<file path="src/sv/rdl_pkg.sv">
`timescale 1ns / 1ps
`default_nettype none
// ----------------------------------------------------------------------------
// rdl_pkg
// Shared types, constants and the CRC-8 byte update for the register link.
// ----------------------------------------------------------------------------
package rdl_pkg;

  localparam logic [7:0] SYNC_BYTE  = 8'h05;
  localparam logic [7:0] CRC_POLY   = 8'h07;
  localparam logic [7:0] REPLY_NODE = 8'hFF;

  // byte positions inside a request
  localparam logic [2:0] WRITE_LAST_IDX = 3'd7;
  localparam logic [2:0] READ_LAST_IDX  = 3'd3;
  localparam logic [2:0] RX_LAST_IDX    = 3'd7;

  typedef enum logic [1:0] {
    KIND_WRITE = 2'd0,
    KIND_READ  = 2'd1,
    KIND_RX    = 2'd2
  } kind_e;

  typedef enum logic [1:0] {
    CMD_WRITE   = 2'd0,
    CMD_READ    = 2'd1,
    CMD_VERDICT = 2'd2
  } cmd_kind_e;

  typedef enum logic {
    OUT_TX      = 1'b0,
    OUT_VERDICT = 1'b1
  } out_kind_e;

  // one unit of work for the back end
  typedef struct packed {
    cmd_kind_e   kind;
    logic [6:0]  addr;
    logic [31:0] data;   // write value or reply payload
    logic        ok;
  } cmd_t;

  // LSB-first CRC-8 update
  function automatic logic [7:0] crc_feed(input logic [7:0] crc_in, input logic [7:0] byte_in);
    logic [7:0] crc;
    logic [7:0] b;
    logic       top;
    crc = crc_in;
    b   = byte_in;
    for (int i = 0; i < 8; i++) begin
      top = crc[7] ^ b[0];
      crc = {crc[6:0], 1'b0};
      if (top) begin
        crc = crc ^ CRC_POLY;
      end
      b = {1'b0, b[7:1]};
    end
    return crc;
  endfunction

endpackage
`default_nettype wire

</file>
<file path="src/sv/rdl_front.sv">
`timescale 1ns / 1ps
`default_nettype none
// ----------------------------------------------------------------------------
// rdl_front
// Accepts input transactions, tracks the reply receiver and queues commands.
// ----------------------------------------------------------------------------
module rdl_front
  import rdl_pkg::*;
(
  input  wire logic        clk_i,
  input  wire logic        rst_ni,
  input  wire logic        accept_i,
  input  wire logic [1:0]  kind_i,
  input  wire logic [6:0]  reg_address_i,
  input  wire logic [31:0] write_data_i,
  input  wire logic [7:0]  rx_byte_i,
  output cmd_t             cmd_o,
  output logic             cmd_push_o
);

  logic        pending_q, pending_d;
  logic [6:0]  exp_addr_q, exp_addr_d;
  logic [2:0]  cnt_q, cnt_d;
  logic [7:0]  crc_q, crc_d;
  logic [7:0]  node_q, node_d;
  logic [7:0]  addrb_q, addrb_d;
  logic [31:0] payload_q, payload_d;

  always_comb begin
    pending_d  = pending_q;
    exp_addr_d = exp_addr_q;
    cnt_d      = cnt_q;
    crc_d      = crc_q;
    node_d     = node_q;
    addrb_d    = addrb_q;
    payload_d  = payload_q;
    cmd_push_o = 1'b0;
    cmd_o.kind = CMD_WRITE;
    cmd_o.addr = reg_address_i;
    cmd_o.data = write_data_i;
    cmd_o.ok   = 1'b0;
    if (accept_i) begin
      case (kind_e'(kind_i))
        KIND_WRITE: begin
          cmd_push_o = 1'b1;
        end
        KIND_READ: begin
          cmd_push_o = 1'b1;
          cmd_o.kind = CMD_READ;
          // rearm the receiver for this request
          pending_d  = 1'b1;
          exp_addr_d = reg_address_i;
          cnt_d      = '0;
          crc_d      = '0;
          node_d     = '0;
          addrb_d    = '0;
          payload_d  = '0;
        end
        KIND_RX: begin
          if (pending_q) begin
            if (cnt_q == RX_LAST_IDX) begin
              cmd_push_o = 1'b1;
              cmd_o.kind = CMD_VERDICT;
              cmd_o.data = payload_q;
              cmd_o.ok   = (node_q == REPLY_NODE) && (addrb_q == {1'b0, exp_addr_q}) &&
                           (rx_byte_i == crc_q);
              pending_d  = 1'b0;
              cnt_d      = '0;
            end else begin
              crc_d = crc_feed(crc_q, rx_byte_i);
              if (cnt_q == 3'd1) begin
                node_d = rx_byte_i;
              end else if (cnt_q == 3'd2) begin
                addrb_d = rx_byte_i;
              end else if (cnt_q >= 3'd3) begin
                payload_d = {payload_q[23:0], rx_byte_i};
              end
              cnt_d = cnt_q + 3'd1;
            end
          end
        end
        default: begin
          // unused code: drop
        end
      endcase
    end
  end

  always_ff @(posedge clk_i or negedge rst_ni) begin
    if (!rst_ni) begin
      pending_q  <= 1'b0;
      exp_addr_q <= '0;
      cnt_q      <= '0;
      crc_q      <= '0;
      node_q     <= '0;
      addrb_q    <= '0;
      payload_q  <= '0;
    end else begin
      pending_q  <= pending_d;
      exp_addr_q <= exp_addr_d;
      cnt_q      <= cnt_d;
      crc_q      <= crc_d;
      node_q     <= node_d;
      addrb_q    <= addrb_d;
      payload_q  <= payload_d;
    end
  end

`ifndef SYNTHESIS
  a_verdict_needs_pending: assert property (@(posedge clk_i) disable iff (!rst_ni)
    (cmd_push_o && cmd_o.kind == CMD_VERDICT) |-> pending_q)
    else $error("verdict queued with no read pending");

  a_read_rearms: assert property (@(posedge clk_i) disable iff (!rst_ni)
    (accept_i && kind_i == KIND_READ) |=> (pending_q && cnt_q == 3'd0))
    else $error("read did not rearm the receiver");

  a_idle_count_zero: assert property (@(posedge clk_i) disable iff (!rst_ni)
    !pending_q |-> (cnt_q == 3'd0))
    else $error("receive count nonzero while idle");
`endif

endmodule
`default_nettype wire

</file>
<file path="src/sv/rdl_cmd_fifo.sv">
`timescale 1ns / 1ps
`default_nettype none
// ----------------------------------------------------------------------------
// rdl_cmd_fifo
// Short command queue between the front end and the byte sequencer.
// ----------------------------------------------------------------------------
module rdl_cmd_fifo
  import rdl_pkg::*;
#(
  parameter int unsigned Depth = 2
) (
  input  wire logic clk_i,
  input  wire logic rst_ni,
  input  wire logic push_i,
  input  wire cmd_t wdata_i,
  output logic      full_o,
  input  wire logic pop_i,
  output cmd_t      rdata_o,
  output logic      empty_o
);

  localparam int unsigned PtrW = (Depth > 1) ? $clog2(Depth) : 1;
  localparam int unsigned CntW = $clog2(Depth + 1);
  localparam logic [PtrW-1:0] PtrMax = PtrW'(Depth - 1);
  localparam logic [CntW-1:0] CntFull = CntW'(Depth);

  cmd_t            mem_q [Depth];
  logic [PtrW-1:0] wr_ptr_q, rd_ptr_q;
  logic [CntW-1:0] count_q;

  assign full_o  = (count_q == CntFull);
  assign empty_o = (count_q == '0);
  assign rdata_o = mem_q[rd_ptr_q];

  always_ff @(posedge clk_i) begin
    if (push_i) begin
      mem_q[wr_ptr_q] <= wdata_i;
    end
  end

  always_ff @(posedge clk_i or negedge rst_ni) begin
    if (!rst_ni) begin
      wr_ptr_q <= '0;
      rd_ptr_q <= '0;
      count_q  <= '0;
    end else begin
      if (push_i) begin
        wr_ptr_q <= (wr_ptr_q == PtrMax) ? '0 : wr_ptr_q + PtrW'(1);
      end
      if (pop_i) begin
        rd_ptr_q <= (rd_ptr_q == PtrMax) ? '0 : rd_ptr_q + PtrW'(1);
      end
      if (push_i && !pop_i) begin
        count_q <= count_q + CntW'(1);
      end else if (pop_i && !push_i) begin
        count_q <= count_q - CntW'(1);
      end
    end
  end

`ifndef SYNTHESIS
  a_no_overflow: assert property (@(posedge clk_i) disable iff (!rst_ni)
    full_o |-> !push_i)
    else $error("command queue overflow");

  a_no_underflow: assert property (@(posedge clk_i) disable iff (!rst_ni)
    empty_o |-> !pop_i)
    else $error("command queue underflow");

  a_count_bound: assert property (@(posedge clk_i) disable iff (!rst_ni)
    count_q <= CntFull)
    else $error("command queue count out of range");
`endif

endmodule
`default_nettype wire

</file>
<file path="src/sv/rdl_back.sv">
`timescale 1ns / 1ps
`default_nettype none
// ----------------------------------------------------------------------------
// rdl_back
// Byte sequencer: expands queued commands into transmit bytes with CRC, or
// a reply verdict, into a one-entry output register.
// ----------------------------------------------------------------------------
module rdl_back
  import rdl_pkg::*;
(
  input  wire logic        clk_i,
  input  wire logic        rst_ni,
  input  wire logic [7:0]  node_address_i,
  input  wire cmd_t        cmd_i,
  input  wire logic        cmd_valid_i,
  output logic             cmd_pop_o,
  input  wire logic        pop_i,
  output logic             empty_o,
  output logic             out_kind_o,
  output logic [7:0]       tx_byte_o,
  output logic             last_o,
  output logic             reply_ok_o,
  output logic [31:0]      reply_data_o
);

  logic        out_valid_q;
  logic        out_kind_q;
  logic [7:0]  tx_byte_q;
  logic        last_q;
  logic        reply_ok_q;
  logic [31:0] reply_data_q;

  logic [2:0]  idx_q, idx_d;
  logic [7:0]  crc_q, crc_d;

  logic        load;
  logic        emit;
  logic        is_verdict;
  logic        req_last;
  logic [7:0]  req_byte;

  assign load       = !out_valid_q || pop_i;
  assign emit       = cmd_valid_i && load;
  assign is_verdict = (cmd_i.kind == CMD_VERDICT);
  assign req_last   = (cmd_i.kind == CMD_WRITE) ? (idx_q == WRITE_LAST_IDX)
                                                : (idx_q == READ_LAST_IDX);

  always_comb begin
    if (req_last) begin
      req_byte = crc_q;
    end else begin
      case (idx_q)
        3'd0:    req_byte = SYNC_BYTE;
        3'd1:    req_byte = node_address_i;
        3'd2:    req_byte = {cmd_i.kind == CMD_WRITE, cmd_i.addr};
        3'd3:    req_byte = cmd_i.data[31:24];
        3'd4:    req_byte = cmd_i.data[23:16];
        3'd5:    req_byte = cmd_i.data[15:8];
        3'd6:    req_byte = cmd_i.data[7:0];
        default: req_byte = crc_q;
      endcase
    end
  end

  always_comb begin
    idx_d     = idx_q;
    crc_d     = crc_q;
    cmd_pop_o = 1'b0;
    if (emit) begin
      if (is_verdict || req_last) begin
        // command done: release it and restart the sequencer
        cmd_pop_o = 1'b1;
        idx_d     = '0;
        crc_d     = '0;
      end else begin
        idx_d = idx_q + 3'd1;
        crc_d = crc_feed(crc_q, req_byte);
      end
    end
  end

  always_ff @(posedge clk_i or negedge rst_ni) begin
    if (!rst_ni) begin
      out_valid_q <= 1'b0;
      idx_q       <= '0;
      crc_q       <= '0;
    end else begin
      idx_q <= idx_d;
      crc_q <= crc_d;
      if (load) begin
        out_valid_q <= cmd_valid_i;
      end
    end
  end

  always_ff @(posedge clk_i) begin
    if (emit) begin
      if (is_verdict) begin
        out_kind_q   <= OUT_VERDICT;
        tx_byte_q    <= '0;
        last_q       <= 1'b0;
        reply_ok_q   <= cmd_i.ok;
        reply_data_q <= cmd_i.data;
      end else begin
        out_kind_q   <= OUT_TX;
        tx_byte_q    <= req_byte;
        last_q       <= req_last;
        reply_ok_q   <= 1'b0;
        reply_data_q <= '0;
      end
    end
  end

  assign empty_o      = !out_valid_q;
  assign out_kind_o   = out_kind_q;
  assign tx_byte_o    = tx_byte_q;
  assign last_o       = last_q;
  assign reply_ok_o   = reply_ok_q;
  assign reply_data_o = reply_data_q;

`ifndef SYNTHESIS
  a_last_only_tx: assert property (@(posedge clk_i) disable iff (!rst_ni)
    (out_valid_q && last_q) |-> (out_kind_q == OUT_TX))
    else $error("last flag on a verdict");

  a_read_len: assert property (@(posedge clk_i) disable iff (!rst_ni)
    (cmd_valid_i && cmd_i.kind == CMD_READ) |-> (idx_q <= READ_LAST_IDX))
    else $error("read request ran past its CRC byte");

  a_idle_seq: assert property (@(posedge clk_i) disable iff (!rst_ni)
    !cmd_valid_i |-> (idx_q == 3'd0 && crc_q == 8'd0))
    else $error("sequencer not at rest with no command");
`endif

endmodule
`default_nettype wire

</file>
<file path="src/sv/register_datagram_link_crc8_core.sv">
`timescale 1ns / 1ps
`default_nettype none
// ----------------------------------------------------------------------------
// register_datagram_link_crc8_core
// Host side of a single-wire UART register link with CRC-8 (poly 0x07).
// ----------------------------------------------------------------------------
// Input transactions are taken one per cycle while the command queue has
// room; received reply bytes are checked in the cycle they are accepted and
// only the eighth one queues a verdict. The byte sequencer behind the queue
// delivers one result per cycle if its output register is free or popped:
// a write request gives eight bytes, a read four, a verdict one, so it sets
// sustained request throughput. The queue holds CmdDepth commands, the one
// being sequenced included, and one result waits in the output register.
module register_datagram_link_crc8_core
  import rdl_pkg::*;
#(
  parameter int unsigned CmdDepth = 2
) (
  input  wire logic        clk_i,
  input  wire logic        rst_ni,
  input  wire logic        cfg_we_i,
  input  wire logic [7:0]  cfg_wdata_i,
  input  wire logic        push_i,
  output logic             full_o,
  input  wire logic [1:0]  kind_i,
  input  wire logic [6:0]  reg_address_i,
  input  wire logic [31:0] write_data_i,
  input  wire logic [7:0]  rx_byte_i,
  output logic             empty_o,
  input  wire logic        pop_i,
  output logic             out_kind_o,
  output logic [7:0]       tx_byte_o,
  output logic             last_o,
  output logic             reply_ok_o,
  output logic [31:0]      reply_data_o
);

  logic [7:0] node_address_q;
  logic       accept;
  cmd_t       push_cmd;
  logic       cmd_push;
  cmd_t       head_cmd;
  logic       cmd_empty;
  logic       cmd_pop;

  always_ff @(posedge clk_i or negedge rst_ni) begin
    if (!rst_ni) begin
      node_address_q <= '0;
    end else if (cfg_we_i) begin
      node_address_q <= cfg_wdata_i;
    end
  end

  assign accept = push_i && !full_o;

  rdl_front u_front (
    .clk_i         (clk_i),
    .rst_ni        (rst_ni),
    .accept_i      (accept),
    .kind_i        (kind_i),
    .reg_address_i (reg_address_i),
    .write_data_i  (write_data_i),
    .rx_byte_i     (rx_byte_i),
    .cmd_o         (push_cmd),
    .cmd_push_o    (cmd_push)
  );

  rdl_cmd_fifo #(
    .Depth (CmdDepth)
  ) u_cmd_fifo (
    .clk_i   (clk_i),
    .rst_ni  (rst_ni),
    .push_i  (cmd_push),
    .wdata_i (push_cmd),
    .full_o  (full_o),
    .pop_i   (cmd_pop),
    .rdata_o (head_cmd),
    .empty_o (cmd_empty)
  );

  rdl_back u_back (
    .clk_i          (clk_i),
    .rst_ni         (rst_ni),
    .node_address_i (node_address_q),
    .cmd_i          (head_cmd),
    .cmd_valid_i    (!cmd_empty),
    .cmd_pop_o      (cmd_pop),
    .pop_i          (pop_i),
    .empty_o        (empty_o),
    .out_kind_o     (out_kind_o),
    .tx_byte_o      (tx_byte_o),
    .last_o         (last_o),
    .reply_ok_o     (reply_ok_o),
    .reply_data_o   (reply_data_o)
  );

endmodule
`default_nettype wire
</file>
<file path="config.mk">
export PLATFORM = sky130hd
export DESIGN_NAME = register_datagram_link_crc8_core
export DESIGN_NICKNAME = d
export VERILOG_FILES = /design/src/sv/rdl_pkg.sv /design/src/sv/rdl_front.sv /design/src/sv/rdl_cmd_fifo.sv /design/src/sv/rdl_back.sv /design/src/sv/register_datagram_link_crc8_core.sv
export SDC_FILE = /design/constraint.sdc
export NUM_CORES = 1
export LEC_CHECK = 0
export BUFFER_PORTS_ARGS = -buffer_cell sky130_fd_sc_hd__buf_2
export CORE_ASPECT_RATIO = 0.75
export CORE_MARGIN = 5
export CORE_UTILIZATION = 63
export DETAILED_ROUTE_END_ITERATION = 16
export GPL_ROUTABILITY_DRIVEN = 0
export PLACE_DENSITY = 0.85
export SLEW_MARGIN = 30
export SYNTH_ARGS = -nofsm -noshare
export SYNTH_HDL_FRONTEND = slang
export SYNTH_SLANG_ARGS = --single-unit
</file>
<file path="constraint.sdc">
create_clock -name clk_i -period 7.7 [get_ports clk_i]
set_clock_uncertainty 0.1 [all_clocks]
set_input_delay 1.54 -clock clk_i [delete_from_list [all_inputs] [get_ports clk_i]]
set_output_delay 1.54 -clock clk_i [all_outputs]
set_load 0.005 [all_outputs]
</file>
* Word level (Yosys, flattened, before mapping)
Memory sizes are Yosys's and may differ from the RTL's.
Cells that the tools add are included.
** Word-level totals
- Bits in registers :: 134
- RAM bits :: 84
- Input bits :: 62
- Output and inout bits :: 45
- Logic and storage cells :: 218
- Memories :: 1
** Cells by class
- $add $sub $neg :: 6
- Order comparisons :: 1
- Eq/ne operators :: 24
- Multiplexer cells :: 108
- Bitwise operators :: 32
- Reduce and logical (&&, ||, !) cells :: 27
** Memories
- u_cmd_fifo.mem_q :: words 2, width 42, rd ports 1, clocked after Yosys merged registers in 0, wr ports 1, line rdl_cmd_fifo.sv:27 : cmd_t mem_q [Depth];
** Operators with widths (count)
- $mux W8 :: 53
- $mux W32 :: 5
- $mux W33 :: 4
- $pmux W32 S2 :: 1
- $mux W3 :: 19
- $pmux W8 S7 :: 1
- $not A3 Y3 :: 16
- $pmux W8 S2 :: 3
- $xor A1 B1 Y1 :: 16
- $eq A3 B3 Y1 const B :: 5
- $mux W1 :: 13
- $mux W2 :: 5
- $eq A3 B2 Y1 const B :: 3
- $eq A8 B7 Y1 :: 1
- $eq A8 B8 Y1 :: 1
- $eq A8 B8 Y1 const B :: 1
- $ne A2 B1 Y1 const B :: 4
- $reduce_and A7 Y1 :: 1
- $add A3 B1 Y3 const B :: 2
- $eq A2 B2 Y1 const B :: 3
- $eq A3 B1 Y1 const B :: 2
- $logic_and A1 B1 Y1 :: 6
- $logic_not A2 Y1 :: 3
- $ne A2 B2 Y1 const B :: 3
- other kinds (18) :: 27

* Logic depth before layout (Yosys ltp)
- Depth after elaboration :: 47
- Mapped depth :: 12
- Gate-level depth less buffers :: 10

* Modules after synthesis
From an unflattened synthesis, not the netlist that was laid out.
** Unflattened totals
- Cell total of the unflattened synthesis :: 708
- Area total of the unflattened synthesis :: 10319.9 um^2
** Modules (own cells, without submodules)
- rdl_front :: times used 1, cells an instance 303, area an instance 3714.8 um^2, sequential area each 1676.6 um^2
- rdl_cmd_fifo :: times used 1, cells an instance 147, area an instance 3419.5 um^2, sequential area each 2622.5 um^2
- rdl_back :: times used 1, cells an instance 239, area an instance 2844.0 um^2, sequential area each 1591.5 um^2
- register_datagram_link_crc8_core :: times used 1, cells an instance 19, area an instance 341.6 um^2, sequential area each 200.2 um^2

* Least setup slack after synthesis
Ideal clock, no wire load.
- Path kind :: input to register
- Start point :: input port kind_i[0]
- End point :: memory u_cmd_fifo.mem_q[0][0] (netlist name), enable pin
- Setup time :: 446 ps
- Arrival :: 4685 ps
- Data required time :: 7154 ps
- Slack :: 2468 ps
- Stages :: 7
- Path buffers :: 2
- Cells stage by stage :: inv_1 -> ha_1 -> clkbuf_1 -> clkbuf_1 -> a311oi_1 -> nor3b_1 -> nor2b_1
** Between the ends
- Word-level cells in the longest chain between the ends :: 6
- Elaborated cells on any way between the ends :: 8
- Those cells by class :: eq/ne: 2; mux: 4; reduce/logical: 2
** Ends and longest elaborated chain
- from (decl) :: line register_datagram_link_crc8_core.sv:25 : input wire logic [1:0] kind_i,
- $eq A2 B1 Y1 or $logic_not A2 Y1 (tied branches) :: line rdl_front.sv:43 : case (kind_e'(kind_i))
- $reduce_or A2 Y1 (no source line)
- $pmux W1 S2 * :: line rdl_front.sv:43
- $mux W1 * :: line rdl_front.sv:42 : if (accept_i) begin
- via cmd_push :: line register_datagram_link_crc8_core.sv:41 : logic cmd_push;
- $mux W1 * :: line rdl_cmd_fifo.sv:36 : if (push_i) begin
- $mux W1 (not written as such) * :: line rdl_cmd_fifo.sv:37 : mem_q[wr_ptr_q] <= wdata_i;
- to (decl) :: line rdl_cmd_fifo.sv:27
The timed path passes the listed nets; every way through them passes the cells marked *.

* Final worst setup path
- Start point :: register u_back.idx_q[2]
- End point :: register u_back.crc_q[6]
** Between the ends
- Word-level cells in the longest chain between the ends :: 22
- Elaborated cells on any way between the ends :: 33
- Those cells by class :: eq/ne: 7; mux: 19; bitwise: 5; reduce/logical: 2
** Ends and longest elaborated chain
- from (decl) :: line rdl_back.sv:33 : logic [2:0] idx_q, idx_d;
- from (signal assigned) :: line rdl_back.sv:88 : idx_q <= idx_d;
- $eq A3 B3 Y1, or another cell as far along :: line rdl_back.sv:52 : case (idx_q)
- $pmux W8 S7 or $mux W1 (tied branches) :: line rdl_back.sv:52, rdl_back.sv:45
- $mux W8 :: line rdl_back.sv:49 : if (req_last) begin
- $xor A1 B1 Y1 :: line rdl_pkg.sv:51 : top = crc[7] ^ b[0];
- $mux W3 :: line rdl_pkg.sv:53 : if (top) begin
- $mux W8 :: line rdl_back.sv:70 : if (is_verdict || req_last) begin
- $mux W8 :: line rdl_back.sv:69 : if (emit) begin
- $not A3 Y3 (no source line)
- [... 6 more ...]
- $mux W8 :: line rdl_back.sv:69
- $mux W8 :: line rdl_back.sv:70
- $mux W8 :: line rdl_back.sv:69
- $mux W8 :: line rdl_back.sv:70
- $mux W8 :: line rdl_back.sv:69
- $mux W8 :: line rdl_back.sv:70
- $mux W8 :: line rdl_back.sv:69
- $mux W8 * :: line rdl_back.sv:70
- to (signal assigned) :: line rdl_back.sv:89 : crc_q <= crc_d;
- to (decl) :: line rdl_back.sv:34 : logic [7:0] crc_q, crc_d;
Mark *: on every way between the ends. The rest lies on a longest branch, timed or not. The select of a mux whose other input is x is not followed.
A chain may end at the register's enable or synchronous reset.

==> impl_metrics.ini <==
[setup_path]
worst_ep_arrival_time_ps = 4120
endpoint_class_of_the_critical_path = register
rrSetupSlack_ps = 3910
r2r-end = u_back.crc_q[6]
startpoint_type = register
rr_worst_depth = 9
setup.worst_path.class = register to register
critical_path.reg2reg.startpoint = u_back.idx_q[2]
critical_path_peak_fanout = 23
crit_required_ps = 8030

[placement]
count_of_port_buffers_added_during_placement = 106
place_hpwl_um = 16480

[cts]
clock_tree.root_cell = clkbuf_16
setup_fix_bufs_post_cts = 0
ctsHoldBuffers = 0
htreeDepth = 1
cts-buffers-inserted = 21
worst_skew_pair.late_latency_ps = 500
cts_tree = built
path_clk_slew_ps = 60
clockBufferDepth = 3
clock_tree_sinks = 218
cts_resized = 0

[yosys]
post-synth-top-area-fraction_pct = 38.07
synth_most_common_cell = nand2_1
post_synth_instance_area_sq_um = 10020
ys_seq_area_share_pct = 60.80
synth.avg_cell_area_sq_um = 11.80
synth_top_family_by_area = simple AND/OR/NAND/NOR gates
simple_gate_portion_of_the_synthesized_area_pct = 12.18
synth_flop_cell = edfxtp_1
synth_async_sr_flop_share_pct = 41.74
postSynthNetCount = 928
share_of_synthesized_area_spent_on_multiplexers_pct = 6.695
ys_ff_latch = 218
yosys_warnings = 0
synth-adder-area-share_pct = 2.123
synth_compound_area_share_pct = 8.681
netlist-cell-type-count = 64
synth_enable_flop_cells = 127
synth_area_leaders = edfxtp_1 38%, dfrtp_1 23%, nand2_1 7.3%
netlist_top_cells_count = 196 x nand2_1, 127 x edfxtp_1, 91 x dfrtp_1
post_synth_xor_area_fraction_pct = 6.707
synth_area_leader_cell = edfxtp_1
netlist_instances = 849

[cells_and_area]
area_delta_synth_final_pct = 13.55
diodes = 0
nNetsFinal = 1026
post_route_cells_drive_above_1_share_pct = 19.65

[global_routing]
global_route_total_overflow = 0
grt_max_degree = 70
antenna_violations_before_repair = 0
groute.usage.overall_pct = 25.36
global_route_wire_length_before_repair_um = 36920
grt_pass1_vias = 6720

[timing]
fmax_ghz = 0.2639
report.final.setup_viol = 0
timing_worst_slew_pin_value_ps = 918.2
setup_repair_after_global_routing_missed_its_margin = false
setup-tns-final_ps = 0
relative_slew_slack_pct = 38.65
final_min_period_over_clock_period_pct = 49.22
layout_min_cycle_time_ps = 3790
report.final.slew_viol_count = 0
fin_worst_hold_slack_ps = 380.2
count_of_final_hold_check_violations = 0

[floorplan]
floorplan.die.height_um = 119.2
io_pins = 107
chipWidth_um = 155.6
floorplan.initialDensity_pct = 64.96
floorplan.rows = 39
dieArea_sq_um = 18550
core_sq_um = 15420

[run]
drv_cap = 0

[power]
power_density_nw_per_um2 = 399.0
total_leakage_power_nw = 4.794
ir_drop_v = 0.0002004

[hold_path]
timing.hold.worst_endpoint = u_front.addrb_q[7]
holdCritStartpoint = u_front.addrb_q[7]
timing.hold.worst_path_depth = 2
timing.hold.worst.class = register to register

[drt]
dr.first_iter.drc_count = 831
drt-total-wl_um = 23720
routed_via_density = 5.935
firstDrtPassIters = 5
drc_errors = 0
wl_per_cell_um = 20.33
final_antenna_net_count = 0
route.vias.total = 6926

[run_status]
outcome = completed
## per-stage QoR
stage	worst slack (ps)	std cells	area (sq um)	power (mW)	utilization, %
2_1_floorplan	2468	849	10020	3.069	-
3_3_place_gp	3459	1128	10680	3.433	69.28
3_5_place_dp	3568	1129	10700	3.515	69.41
4_1_cts	3978	1167	11370	4.525	73.74
5_1_grt	3672	1167	11370	4.769	73.77
6_report	3910	1167	11370	4.539	73.77
## worst max-delay path by stage
stage	startpoint	end	cells past startpoint
floorplan	kind_i[0]	u_cmd_fifo.mem_q[0][0]	7
global placement	kind_i[0]	u_cmd_fifo.mem_q[1][27]	7
detailed placement	kind_i[0]	u_cmd_fifo.mem_q[1][28]	8
CTS	u_back.idx_q[2]	u_back.crc_q[6]	9
global route	u_back.idx_q[2]	u_back.crc_q[6]	9
finish	u_back.idx_q[2]	u_back.crc_q[6]	9
## where the power goes
group          internal [mW]  leakage [nW]  switching (mW)
combinational          0.795          2.07            1.00
sequential              1.56          2.39           0.182
clock                  0.576         0.336           0.426
## kinds of logic after synthesis
| logic type | count (synthesis) |
|---|---|
| fa+ha+maj | 17 |
| compound gates | 134 |
| xor+xnor | 68 |
| flops | 218 |
| buf+inv | 62 |
| mux | 58 |
| simple gates | 292 |
## area by class of cell
class	count	area, sq um
Clock buffer	29	595.6
Clock inverter	9	72.57
Fill cell	992	4045
Inverter	22	82.58
Multi-Input combinational cell	569	3659
Sequential cell	218	6092
Tap cell	205	256.5
Timing Repair Buffer	115	616.8
## registers in the layout (all words and copies together), names as in the netlist, 3 cells and up
name	count
u_front.node_q	8
u_cmd_fifo.mem_q	84
u_front.addrb_q	8
u_front.exp_addr_q	7
node_address_q	8
u_front.cnt_q	3
u_back.tx_byte_o	8
u_front.payload_q	32
u_back.idx_q	3
u_back.crc_q	8
u_back.reply_data_o	32
u_front.crc_q	8
## per-layer routing
metal  wire, um  share of wire (%)  up-vias  global-route usage [%]
li1           -                  -     3149                       -
met1       9965                 42     3306                   38.75
met2      10730                 45      421                   38.46
met3       2516                 11       50                   4.859
met4        514                2.2        0                   5.522
met5          0                  0        -                       0
## layout by cell type, fill, tap and decap left out, drive strengths merged, types with 2 or more instances in the layout
cell type / instances
o211ai: 2
xor2: 16
mux2i: 35
nand4: 5
a21oi: 20
ha: 17
nor3: 2
buf: 115
nand3: 9
o22ai: 14
o21ai: 60
or3: 3
a211oi: 7
or3b: 2
mux4: 4
o31ai: 4
xnor3: 5
a211o: 2
inv: 22
dfrtp: 91
and3: 2
a21o: 4
nor2: 49
nand2: 196
nor3b: 2
edfxtp: 127
nor4: 2
and2: 6
xnor2: 47
nor2b: 2
nand2b: 9
clkinv: 8
a22o: 9
clkbuf: 29
mux2: 19
## worst max-delay path, cell delays in order (launching register included)
cell     delay, ps
dfrtp_1        850
inv_1          260
ha_1           280
or4_1          510
nand3_1        530
nor2_1         110
a21oi_1        210
xnor3_1        470
or3_1          310
o21ai_1         80
Power figures use the tool's default switching activity.
